==> config.mk <==
export PLATFORM = sky130hd
export DESIGN_NAME = lcd_mode_scanline_sequencer_unit
export DESIGN_NICKNAME = d
export VERILOG_FILES = /design/src/rtl/lmss_pkg.sv /design/src/rtl/lcd_mode_scanline_sequencer_unit.sv /design/src/rtl/lmss_step.sv /design/src/rtl/lmss_seq.sv
export VERILOG_INCLUDE_DIRS = /design/src /design/src/rtl
export SDC_FILE = /design/constraint.sdc
export NUM_CORES = 1
export LEC_CHECK = 0
export BUFFER_PORTS_ARGS = -buffer_cell sky130_fd_sc_hd__buf_2
export CAP_MARGIN = 30
export CELL_PAD_IN_SITES_DETAIL_PLACEMENT = 1
export CELL_PAD_IN_SITES_GLOBAL_PLACEMENT = 1
export CORE_MARGIN = 2
export CORE_UTILIZATION = 48
export CTS_CLUSTER_DIAMETER = 80
export CTS_CLUSTER_SIZE = 10
export DETAILED_ROUTE_END_ITERATION = 12
export GPL_ROUTABILITY_DRIVEN = 0
export PLACE_DENSITY = 0.93
export SYNTH_ARGS = -nofsm -noshare
export SYNTH_HDL_FRONTEND = slang
export SYNTH_SLANG_ARGS = --single-unit
==> constraint.sdc <==
create_clock -name clk -period 13.1 [get_ports clk]
set_input_delay 0.655 -clock clk [delete_from_list [all_inputs] [get_ports clk]]
set_output_delay 0.655 -clock clk [all_outputs]
set_load 0.1 [all_outputs]
==> src/rtl/assert_macros.svh <==
// ----------------------------------------------------------------------------
// Assertion macros
// Clocked concurrent assertions with active-low reset masking.
// ----------------------------------------------------------------------------
`ifndef ASSERT_MACROS_SVH
`define ASSERT_MACROS_SVH

// property must hold at every clock edge outside reset
`define LMSS_ASSERT(lbl, clk_s, rstn_s, prop, msg) \
  lbl: assert property (@(posedge clk_s) disable iff (!rstn_s) (prop)) else $error(msg);

// antecedent in this cycle implies consequent in the next cycle
`define LMSS_ASSERT_NEXT(lbl, clk_s, rstn_s, ante, cons, msg) \
  `LMSS_ASSERT(lbl, clk_s, rstn_s, (ante) |=> (cons), msg)

`endif

==> src/rtl/lmss_pkg.sv <==
// ----------------------------------------------------------------------------
// lmss_pkg
// Types, constants and duration lookup for the LCD mode scanline sequencer.
// ----------------------------------------------------------------------------
`default_nettype none

package lmss_pkg;

  localparam int CNT_W   = 10;
  localparam int LINE_W  = 8;
  localparam int ELAP_W  = 5;
  localparam int CMP_W   = 8;
  localparam int IRQ_W   = 4;
  localparam int CFG_IDX_W  = 2;
  localparam int CFG_DATA_W = 8;
  localparam int N_STEPS = 4;

  localparam logic [CNT_W-1:0] DUR_HBLANK = 10'd204;
  localparam logic [CNT_W-1:0] DUR_VBLANK = 10'd456;
  localparam logic [CNT_W-1:0] DUR_OAM    = 10'd80;
  localparam logic [CNT_W-1:0] DUR_XFER   = 10'd172;

  localparam logic [CNT_W-1:0] CREDIT_SGL = 10'd4;
  localparam logic [CNT_W-1:0] CREDIT_DBL = 10'd8;

  localparam logic [LINE_W-1:0] FIRST_BLANK_LINE = 8'd144;
  localparam logic [LINE_W-1:0] WRAP_LINE        = 8'd153;

  localparam int EN_HBLANK_BIT = 0;
  localparam int EN_VBLANK_BIT = 1;
  localparam int EN_OAM_BIT    = 2;
  localparam int EN_MATCH_BIT  = 3;

  typedef enum logic [1:0] {
    MODE_HBLANK = 2'd0,
    MODE_VBLANK = 2'd1,
    MODE_OAM    = 2'd2,
    MODE_XFER   = 2'd3
  } mode_t;

  typedef enum logic [CFG_IDX_W-1:0] {
    CFG_LCD_ENABLE   = 2'd0,
    CFG_LINE_COMPARE = 2'd1,
    CFG_IRQ_ENABLES  = 2'd2,
    CFG_DOUBLE_SPEED = 2'd3
  } cfg_idx_t;

  typedef struct packed {
    logic [CMP_W-1:0]  compare;
    logic [IRQ_W-1:0]  irq_en;
    logic              dbl;
  } cfg_t;

  typedef struct packed {
    logic [CNT_W-1:0]  count;
    mode_t             mode;
    logic [LINE_W-1:0] line;
    logic              match;
  } lcd_state_t;

  typedef struct packed {
    logic vblank;
    logic stat;
    logic draw;
  } pulse_t;

  typedef struct packed {
    logic [LINE_W-1:0] line;
    mode_t             mode;
    logic              match;
    pulse_t            pulse;
  } result_t;

  function automatic logic [CNT_W-1:0] mode_dur(input mode_t mode, input logic dbl);
    logic [CNT_W-1:0] base;
    case (mode)
      MODE_HBLANK: base = DUR_HBLANK;
      MODE_VBLANK: base = DUR_VBLANK;
      MODE_OAM:    base = DUR_OAM;
      MODE_XFER:   base = DUR_XFER;
      default:     base = DUR_HBLANK;
    endcase
    return dbl ? {base[CNT_W-2:0], 1'b0} : base;
  endfunction

endpackage

`default_nettype wire

==> src/rtl/lcd_mode_scanline_sequencer_unit.sv <==
// ----------------------------------------------------------------------------
// lcd_mode_scanline_sequencer_unit
// LCD mode and scanline timing sequencer with valid/stall channels.
// ----------------------------------------------------------------------------
// Each item carries the CPU time elapsed since the previous one and yields
// exactly one result: the line, the display mode, the coincidence flag and the
// vblank, status and draw pulses. An item is registered on entry and settled
// by a chain of four transition units as it moves from the entry register
// into the output register, so the block takes one item per cycle while the
// output side does not stall, and the result waits in the output register
// until it is taken. The output register frees itself in the same cycle its
// item is taken, keeping the throughput at one item per cycle.
// Write configuration only while no item is in flight.
`default_nettype none
`include "assert_macros.svh"

module lcd_mode_scanline_sequencer_unit (
  input  wire                             clk,
  input  wire                             rst_n,
  input  wire                             in_valid,
  output logic                            in_stall,
  input  wire [lmss_pkg::ELAP_W-1:0]      in_elapsed_cycles,
  output logic                            out_valid,
  input  wire                             out_stall,
  output logic [lmss_pkg::LINE_W-1:0]     out_line,
  output logic [1:0]                      out_lcd_mode,
  output logic                            out_coincidence,
  output logic                            out_vblank_irq,
  output logic                            out_stat_irq,
  output logic                            out_draw_line,
  input  wire                             cfg_we,
  input  wire [lmss_pkg::CFG_IDX_W-1:0]   cfg_index,
  input  wire [lmss_pkg::CFG_DATA_W-1:0]  cfg_wdata
);

  logic                        s1_vld_r, s1_vld_nxt;
  logic [lmss_pkg::ELAP_W-1:0] s1_elapsed_r;
  logic                        s1_adv;
  logic                        out_vld_r, out_vld_nxt;
  lmss_pkg::result_t           out_res_r;
  lmss_pkg::result_t           res;

  always_comb begin
    s1_adv      = s1_vld_r && (!out_vld_r || !out_stall);
    in_stall    = s1_vld_r && !s1_adv;
    s1_vld_nxt  = (in_valid && !in_stall) || (s1_vld_r && !s1_adv);
    out_vld_nxt = s1_adv || (out_vld_r && out_stall);
  end

  lmss_seq u_seq (
    .clk      (clk),
    .rst_n    (rst_n),
    .step_en  (s1_adv),
    .elapsed  (s1_elapsed_r),
    .cfg_we   (cfg_we),
    .cfg_index(cfg_index),
    .cfg_wdata(cfg_wdata),
    .res      (res)
  );

  always_ff @(posedge clk) begin
    if (!rst_n) begin
      s1_vld_r  <= 1'b0;
      out_vld_r <= 1'b0;
    end else begin
      s1_vld_r  <= s1_vld_nxt;
      out_vld_r <= out_vld_nxt;
    end
  end

  always_ff @(posedge clk) begin
    if (in_valid && !in_stall) begin
      s1_elapsed_r <= in_elapsed_cycles;
    end
    if (s1_adv) begin
      out_res_r <= res;
    end
  end

  always_comb begin
    out_valid       = out_vld_r;
    out_line        = out_res_r.line;
    out_lcd_mode    = out_res_r.mode;
    out_coincidence = out_res_r.match;
    out_vblank_irq  = out_res_r.pulse.vblank;
    out_stat_irq    = out_res_r.pulse.stat;
    out_draw_line   = out_res_r.pulse.draw;
  end

  `LMSS_ASSERT_NEXT(a_adv_lands_in_out, clk, rst_n, s1_adv, out_vld_r, "advanced item missing from output register")
  `LMSS_ASSERT_NEXT(a_held_item_kept, clk, rst_n, s1_vld_r && !s1_adv, s1_vld_r && $stable(s1_elapsed_r), "held input item lost")

endmodule

`default_nettype wire

==> src/rtl/lmss_step.sv <==
// ----------------------------------------------------------------------------
// lmss_step
// One conditional mode transition: retire the current mode if its duration
// has elapsed, advance mode and line, and collect interrupt pulses.
// ----------------------------------------------------------------------------
`default_nettype none

module lmss_step (
  input  wire lmss_pkg::cfg_t       cfg,
  input  wire lmss_pkg::lcd_state_t st_in,
  input  wire lmss_pkg::pulse_t     pul_in,
  output lmss_pkg::lcd_state_t      st_out,
  output lmss_pkg::pulse_t          pul_out
);

  logic [lmss_pkg::CNT_W-1:0]  dur;
  logic [lmss_pkg::LINE_W-1:0] line_inc;
  logic                        hit_inc;
  logic                        hit_zero;

  always_comb begin
    dur      = lmss_pkg::mode_dur(st_in.mode, cfg.dbl);
    line_inc = st_in.line + 8'd1;
    hit_inc  = (line_inc == cfg.compare);
    hit_zero = (cfg.compare == '0);
    st_out   = st_in;
    pul_out  = pul_in;
    if (st_in.count >= dur) begin
      st_out.count = st_in.count - dur;
      case (st_in.mode)
        lmss_pkg::MODE_HBLANK: begin
          st_out.line  = line_inc;
          st_out.match = hit_inc;
          if (hit_inc && cfg.irq_en[lmss_pkg::EN_MATCH_BIT]) begin
            pul_out.stat = 1'b1;
          end
          if (line_inc >= lmss_pkg::FIRST_BLANK_LINE) begin
            st_out.mode    = lmss_pkg::MODE_VBLANK;
            pul_out.vblank = 1'b1;
            if (cfg.irq_en[lmss_pkg::EN_VBLANK_BIT] || cfg.irq_en[lmss_pkg::EN_OAM_BIT]) begin
              pul_out.stat = 1'b1;
            end
          end else begin
            st_out.mode = lmss_pkg::MODE_OAM;
            if (cfg.irq_en[lmss_pkg::EN_OAM_BIT]) begin
              pul_out.stat = 1'b1;
            end
          end
        end
        lmss_pkg::MODE_VBLANK: begin
          if (st_in.line == '0) begin
            st_out.mode = lmss_pkg::MODE_OAM;
            if (cfg.irq_en[lmss_pkg::EN_OAM_BIT]) begin
              pul_out.stat = 1'b1;
            end
          end else begin
            st_out.line  = line_inc;
            st_out.match = hit_inc;
            if (hit_inc && cfg.irq_en[lmss_pkg::EN_MATCH_BIT]) begin
              pul_out.stat = 1'b1;
            end
            if (line_inc >= lmss_pkg::WRAP_LINE) begin
              st_out.line  = '0;
              st_out.match = hit_zero;
              if (hit_zero && cfg.irq_en[lmss_pkg::EN_MATCH_BIT]) begin
                pul_out.stat = 1'b1;
              end
            end
          end
        end
        lmss_pkg::MODE_OAM: begin
          st_out.mode = lmss_pkg::MODE_XFER;
        end
        lmss_pkg::MODE_XFER: begin
          st_out.mode  = lmss_pkg::MODE_HBLANK;
          pul_out.draw = 1'b1;
          if (cfg.irq_en[lmss_pkg::EN_HBLANK_BIT]) begin
            pul_out.stat = 1'b1;
          end
        end
        default: begin
          st_out.mode = lmss_pkg::MODE_HBLANK;
        end
      endcase
    end
  end

endmodule

`default_nettype wire

==> src/rtl/lmss_seq.sv <==
// ----------------------------------------------------------------------------
// lmss_seq
// Timing state, configuration registers and the chain of transition units
// that retires every mode boundary crossed by one item.
// ----------------------------------------------------------------------------
`default_nettype none
`include "assert_macros.svh"

module lmss_seq (
  input  wire                               clk,
  input  wire                               rst_n,
  input  wire                               step_en,
  input  wire [lmss_pkg::ELAP_W-1:0]        elapsed,
  input  wire                               cfg_we,
  input  wire [lmss_pkg::CFG_IDX_W-1:0]     cfg_index,
  input  wire [lmss_pkg::CFG_DATA_W-1:0]    cfg_wdata,
  output lmss_pkg::result_t                 res
);

  logic [lmss_pkg::CNT_W-1:0]  count_r,  count_nxt;
  lmss_pkg::mode_t             mode_r,   mode_nxt;
  logic [lmss_pkg::LINE_W-1:0] line_r,   line_nxt;
  logic                        match_r,  match_nxt;
  logic                        enable_r;
  logic [lmss_pkg::CMP_W-1:0]  compare_r;
  logic [lmss_pkg::IRQ_W-1:0]  irq_en_r;
  logic                        dbl_r;

  lmss_pkg::cfg_t       cfg;
  lmss_pkg::lcd_state_t st_chain  [lmss_pkg::N_STEPS+1];
  lmss_pkg::pulse_t     pul_chain [lmss_pkg::N_STEPS+1];
  lmss_pkg::pulse_t     pul_fin;

  always_comb begin
    cfg.compare = compare_r;
    cfg.irq_en  = irq_en_r;
    cfg.dbl     = dbl_r;
    st_chain[0].count = count_r + lmss_pkg::CNT_W'(elapsed);
    st_chain[0].mode  = mode_r;
    st_chain[0].line  = line_r;
    st_chain[0].match = match_r;
    pul_chain[0]      = '0;
  end

  for (genvar g = 0; g < lmss_pkg::N_STEPS; g++) begin : g_step
    lmss_step u_step (
      .cfg    (cfg),
      .st_in  (st_chain[g]),
      .pul_in (pul_chain[g]),
      .st_out (st_chain[g+1]),
      .pul_out(pul_chain[g+1])
    );
  end

  always_comb begin
    count_nxt = count_r;
    mode_nxt  = mode_r;
    line_nxt  = line_r;
    match_nxt = match_r;
    pul_fin   = '0;
    if (step_en) begin
      if (enable_r) begin
        count_nxt = st_chain[lmss_pkg::N_STEPS].count;
        mode_nxt  = st_chain[lmss_pkg::N_STEPS].mode;
        line_nxt  = st_chain[lmss_pkg::N_STEPS].line;
        match_nxt = st_chain[lmss_pkg::N_STEPS].match;
        pul_fin   = pul_chain[lmss_pkg::N_STEPS];
      end else begin
        count_nxt = '0;
        mode_nxt  = lmss_pkg::MODE_HBLANK;
        line_nxt  = '0;
        match_nxt = 1'b0;
      end
    end else if (cfg_we && (cfg_index == lmss_pkg::CFG_LCD_ENABLE)) begin
      if (enable_r && !cfg_wdata[0]) begin
        line_nxt = '0;
        mode_nxt = lmss_pkg::MODE_HBLANK;
      end else if (!enable_r && cfg_wdata[0]) begin
        line_nxt  = '0;
        mode_nxt  = lmss_pkg::MODE_OAM;
        count_nxt = dbl_r ? lmss_pkg::CREDIT_DBL : lmss_pkg::CREDIT_SGL;
      end
    end
  end

  always_comb begin
    res.line  = line_nxt;
    res.mode  = mode_nxt;
    res.match = match_nxt;
    res.pulse = pul_fin;
  end

  always_ff @(posedge clk) begin
    if (!rst_n) begin
      count_r <= '0;
      mode_r  <= lmss_pkg::MODE_OAM;
      line_r  <= '0;
      match_r <= 1'b0;
    end else begin
      count_r <= count_nxt;
      mode_r  <= mode_nxt;
      line_r  <= line_nxt;
      match_r <= match_nxt;
    end
  end

  always_ff @(posedge clk) begin
    if (!rst_n) begin
      enable_r  <= 1'b1;
      compare_r <= '0;
      irq_en_r  <= '0;
      dbl_r     <= 1'b0;
    end else if (cfg_we) begin
      case (cfg_index)
        lmss_pkg::CFG_LCD_ENABLE:   enable_r  <= cfg_wdata[0];
        lmss_pkg::CFG_LINE_COMPARE: compare_r <= cfg_wdata[lmss_pkg::CMP_W-1:0];
        lmss_pkg::CFG_IRQ_ENABLES:  irq_en_r  <= cfg_wdata[lmss_pkg::IRQ_W-1:0];
        lmss_pkg::CFG_DOUBLE_SPEED: dbl_r     <= cfg_wdata[0];
        default: ;
      endcase
    end
  end

  `LMSS_ASSERT_NEXT(a_count_settled, clk, rst_n, step_en && enable_r, count_r < lmss_pkg::mode_dur(mode_r, 1'b1), "mode counter left above duration")
  `LMSS_ASSERT_NEXT(a_off_holds_line0, clk, rst_n, step_en && !enable_r, (line_r == '0) && (mode_r == lmss_pkg::MODE_HBLANK) && (count_r == '0), "display off did not hold line zero")
  `LMSS_ASSERT_NEXT(a_active_line_visible, clk, rst_n, step_en && enable_r, (mode_r == lmss_pkg::MODE_VBLANK) || (line_r < lmss_pkg::FIRST_BLANK_LINE), "active mode on a blank line")

endmodule

`default_nettype wire
* After elaboration in Yosys (flattened, before gate mapping)
Index checks and enable logic that the tools add are counted. W data, S select, Z words.
Word-level totals: output and inout port bits 16, input port bits 20, register bits 56, word-level logic and storage cells 212
Cells by class: add/sub/neg operators 9, equality and inequality tests 20, muxes and demuxes 115, $lt $le $gt $ge 12, reductions and logical operators 39
Operator list (count):
- $pmux W10 S4 | 4
- $mux W10 | 9
- $mux W21 | 4
- $mux W9 | 8
- $pmux W9 S2 | 4
- $ge A8 B8 Y1 const B | 8
- $mux W1 | 55
- $ge A10 B10 Y1 | 4
- $logic_not A8 Y1 | 5
- $mux W8 | 5
- $sub A10 B10 Y10 | 4
- $add A8 B1 Y8 const B | 4
- $eq A8 B8 Y1 | 4
- $pmux W2 S4 | 4
- $mux W2 | 13
- $eq A2 B2 Y1 const B | 10
- $logic_and A1 B1 Y1 | 12
- $mux W3 | 4
- $pmux W1 S3 | 4
- $add A10 B5 Y10 | 1
- $eq A2 B1 Y1 const B | 5
- $logic_not A2 Y1 | 5
- $reduce_and A2 Y1 | 4
- $logic_not A1 Y1 | 6
- 5 further kinds | 9

* Logic depth before layout (Yosys ltp)
word-level depth 30, gate-level depth with buffers 63, depth with buffers taken out 61

* Hierarchy
From an unflattened synthesis, not the netlist that was laid out.
Second synthesis, totals: cells, all modules 1027, area, all modules 7937.6 µm²
By module, submodules not included:
- lmss_step at u_seq.g_step[1].u_step ... | cells an instance 208, area each 1432.6 µm², instances 2, sequential area each 0.0 µm²
- lmss_seq | cells an instance 168, area each 1660.3 µm², instances 1, sequential area each 700.7 µm²
- lmss_step at u_seq.g_step[0].u_step | cells an instance 208, area each 1392.6 µm², instances 1, sequential area each 0.0 µm²
- lmss_step at u_seq.g_step[3].u_step | cells an instance 208, area each 1365.1 µm², instances 1, sequential area each 0.0 µm²
- lcd_mode_scanline_sequencer_unit | cells an instance 27, area each 654.4 µm², instances 1, sequential area each 610.6 µm²

* Least setup slack after synthesis
OpenSTA, ideal clock, no wires.
kind reg2reg, from register s1_elapsed_r[0] in the netlist's numbering, to register out_res_r (netlist bit out_line[2]) (data pin), data required time 12841 ps, path buffers 4, path slack 1632 ps, setup time 259 ps, data arrival time 11208 ps, stages on the path, launching flop included 62, clock period less this slack 11468 ps, cell sequence edfxtp_1 ha_1 inv_1 fa_1 inv_1 a21oi_1 o21bai_1 a21o_1 nand4_1 xnor2_1 ha_1 nand3_1 nor3_1 or3_1 o22ai_2 clkbuf_1 nor2_1 o22a_1 [... 26 more ...] ha_1 nor2_1 ha_1 inv_1 fa_1 a21o_1 a21oi_1 nor2b_1 o21ai_0 o311ai_0 a21o_1 a21oi_1 nor2_1 nand2_1 mux2i_1 o21ai_1 a22oi_1 a22o_1
RTL lines:
- start: declaration | RTL line lcd_mode_scanline_sequencer_unit.sv:37 | logic [lmss_pkg::ELAP_W-1:0] s1_elapsed_r;
- start signal: assignment | RTL line lcd_mode_scanline_sequencer_unit.sv:73 | s1_elapsed_r <= in_elapsed_cycles;
- end signal: assignment | RTL line lcd_mode_scanline_sequencer_unit.sv:76 | out_res_r <= res;
- end: declaration | RTL line lcd_mode_scanline_sequencer_unit.sv:40 | lmss_pkg::result_t out_res_r;

==> run_results.csv <==
group,metric,value,unit
yosys,synth_enable_flop_cells,19,
yosys,post-synth-top-count-cell,"nand2_1",
sta,hold_viol_final,0,
sta,drv_slew,0,
detailed_routing,num_vias,9881,
sta,tightest_slew,1.05,ns
worst_hold_path,hold_path.class,"reg2reg",
sta,relSlewSlack,29.9,%
yosys,synth.cell_area,8500,um^2
clocking,cts_tree,"done",
worst_hold_path,min-delay-start,"u_seq.count_r[4]",
yosys,synth_seq_cells,56,
worst_setup_path,critPathLaunchType,"flip-flop",
global_route,groute.usage.overall,36.8,%
worst_setup_path,rr_startpoint,"u_seq.count_r[0]",
sta,setup_viol,0,
worst_setup_path,end_kind,"flip-flop",
global_route,grt_pass1_wl,54200,um
detailed_routing,ant_nets,0,
global_route,grt_max_degree,33,
place,io_buffers,35,
detailed_routing,first_pass_iters,8,
sta,clock_skew,0.0152,ns
clocking,clkLatencyLatePin,0.32,ns
final_layout,seq_area,1310,um^2
final_layout,area_growth,7.36,%
worst_setup_path,path_delay_family,"compound AO/OA/AOI/OAI gates",
detailed_routing,wl,35700,um
clocking,root_buffer,"clkbuf_16",
worst_setup_path,slowest_stage,"fa_1",
worst_setup_path,path_class,"reg2reg",
sta,fin_crit_sh,97.2,%
worst_setup_path,crit_path_max_incr_delay,0.44,ns
place,dp_hpwl,25000,um
sta,hold_slack,0.483,ns
final_layout,antenna_cells,0,
worst_setup_path,reg2reg_setup_slack,0.37,ns
detailed_routing,drt_iter0_drc,1358,
floorplanning,ioPinCount,36,
worst_setup_path,required,13.35,ns
worst_hold_path,whs_path_depth,2,
worst_setup_path,reg2regPathDepth,60,
floorplanning,die_w,137,um
yosys,synth_top_area_share,10.5,%
final_layout,fillers,2150,
worst_setup_path,critPathBufInv,8,
final_layout,fin_util,52.7,%
final_layout,multi_input_area,6830,um^2
final_layout,fin_nets,1244,
detailed_routing,remaining_drc_errors,0,
worst_setup_path,cp_max_fo,13,
yosys,dominantRegCellSynth,"dfxtp_1",
yosys,ys_seq_area_share,15.4,%
yosys,synth_area_leaders,"ha_1, dfxtp_1, edfxtp_1, xnor2_1, nand2_1",
global_route,grt_overflow,0,
detailed_routing,wl_per_cell,26.0,um
clocking,cts.path.max_buffers,2,
worst_setup_path,r2r_end,"u_seq.line_r[4]",
sta,max_clock_freq,0.0786,GHz
detailed_routing,vias_per_cell,7.19,
worst_setup_path,arrival,12.98,ns
place,dp.cells,1355,
floorplanning,core-area,17300,um^2
yosys,synth_nets,1242,
global_route,antenna_found_initial,0,
final_layout,drive_above_1_share,11.4,%
clocking,cts_htree_levels,2,
clocking,cts-buffers-inserted,5,
global_route,grt_pass1_vias,9858,
floorplanning,start_util,49.1,%
clocking,clk_pin_slew,0.08,ns
yosys,synth-async-reset-ratio,0,%
floorplanning,dieArea,18800,um^2
worst_setup_path,cpMostUsedCell,"ha_1",
yosys,synth_cells,1146,
yosys,yosys-top-cells-count,"nand2_1, nor2_1, a21oi_1",
yosys,post_synth_num_cell_types,106,
sta,fin_crit,12.73,ns
yosys,syn_area_per_cell,7.42,um^2
worst_hold_path,hold_path_end,"u_seq.count_r[4]",
final_layout,fin_cells,1374,
yosys,yosysTopAreaCell,"ha_1",
flow_run,cap_viol_max_count,0,
floorplanning,die_h,137,um
status,status,"completed",
yosys,yosys_warnings,0,
clocking,cts.sinks,56,
floorplanning,num_rows,48,
## worst max path at each step
stage                           from              end  slack [ns]  depth (start not counted)
floorplan            s1_elapsed_r[0]      out_line[2]        1.63                         61
global placement     s1_elapsed_r[0]  u_seq.line_r[3]        0.95                         58
detailed placement   s1_elapsed_r[0]  u_seq.line_r[4]       -0.03                         60
CTS                  s1_elapsed_r[0]  u_seq.line_r[4]        0.03                         55
global route         s1_elapsed_r[0]  u_seq.line_r[4]       -0.09                         60
finish              u_seq.count_r[0]  u_seq.line_r[4]        0.37                         60
## routing by layer
metal,GRT usage (%),part of all wire [%],up-vias
met3,6.26,9.8,224
met2,62.2,46,699
met4,17.2,5.7,0
met5,0,0,-
met1,45.4,38,4756
li1,-,-,4202
## worst min-delay path, cell delays in order (launching register included)
cell and delay, ns:
dfxtp_1 0.32, nand2_1 0.06, a21oi_1 0.06
## flip-flops by register name, summed over array words and instances, names as in the netlist, 2 cells and up
signal / cells
out_line: 8
u_seq.irq_en_r: 4
u_seq.count_r: 10
u_seq.mode_r: 2
out_lcd_mode: 2
s1_elapsed_r: 5
u_seq.line_r: 8
u_seq.compare_r: 8
## cell families after synthesis
kind of cell               synth area share (%)
muxes                                      3.43
and+or+nand+nor                            23.6
AOI/OAI and AO/OA                          30.0
adders and majority gates                  11.6
buffers and inverters                      5.58
xor gates and xnor gates                   10.3
DFF                                        15.4
## final cells by class
| type | instances | area share, % |
|---|---|---|
| well taps | 225 | 3.09 |
| multi-input cells | 977 | 74.8 |
| clock buffers | 5 | 1.37 |
| repair buffers | 57 | 3.73 |
| flip-flops and latches | 56 | 14.4 |
| inverters | 51 | 2.10 |
| clock inverters | 3 | 0.507 |
## layout by cell type, fill, tap and decap left out, types with 13 or more instances in the layout
cell	count
nand2_1	132
nor2_1	110
a21oi_1	79
ha_1	69
o21ai_0	62
xnor2_1	57
inv_1	46
dfxtp_1	37
buf_2	35
xor2_1	30
nand3_1	29
a21o_1	24
nor3_1	22
mux2i_1	22
buf_4	22
and2_1	21
edfxtp_1	19
a211oi_1	14
o21ai_1	14
nand4_1	13
## through the flow
step / setup slack, ns / instance area, um^2 / TNS, ns
floorplan: 1.63 / 8500 / 0
global placement: 0.949 / 8760 / 0
detailed placement: -0.0303 / 8760 / -0.0320
CTS: 0.0259 / 8960 / 0
global route: -0.0934 / 9120 / -0.350
finish: 0.373 / 9120 / 0
## timing repair
item / CTS / global route
gates resized for setup: 7 / 18
buffers inserted: 0 / 10
pin swaps: 0 / 4
cloned: 0 / 1
setup endpoints to repair: 19 / 33
hold buffers: 0 / 0
Power is not shown: default switching activity piles up to over one toggle a cycle in this logic, so the estimate is an artifact.
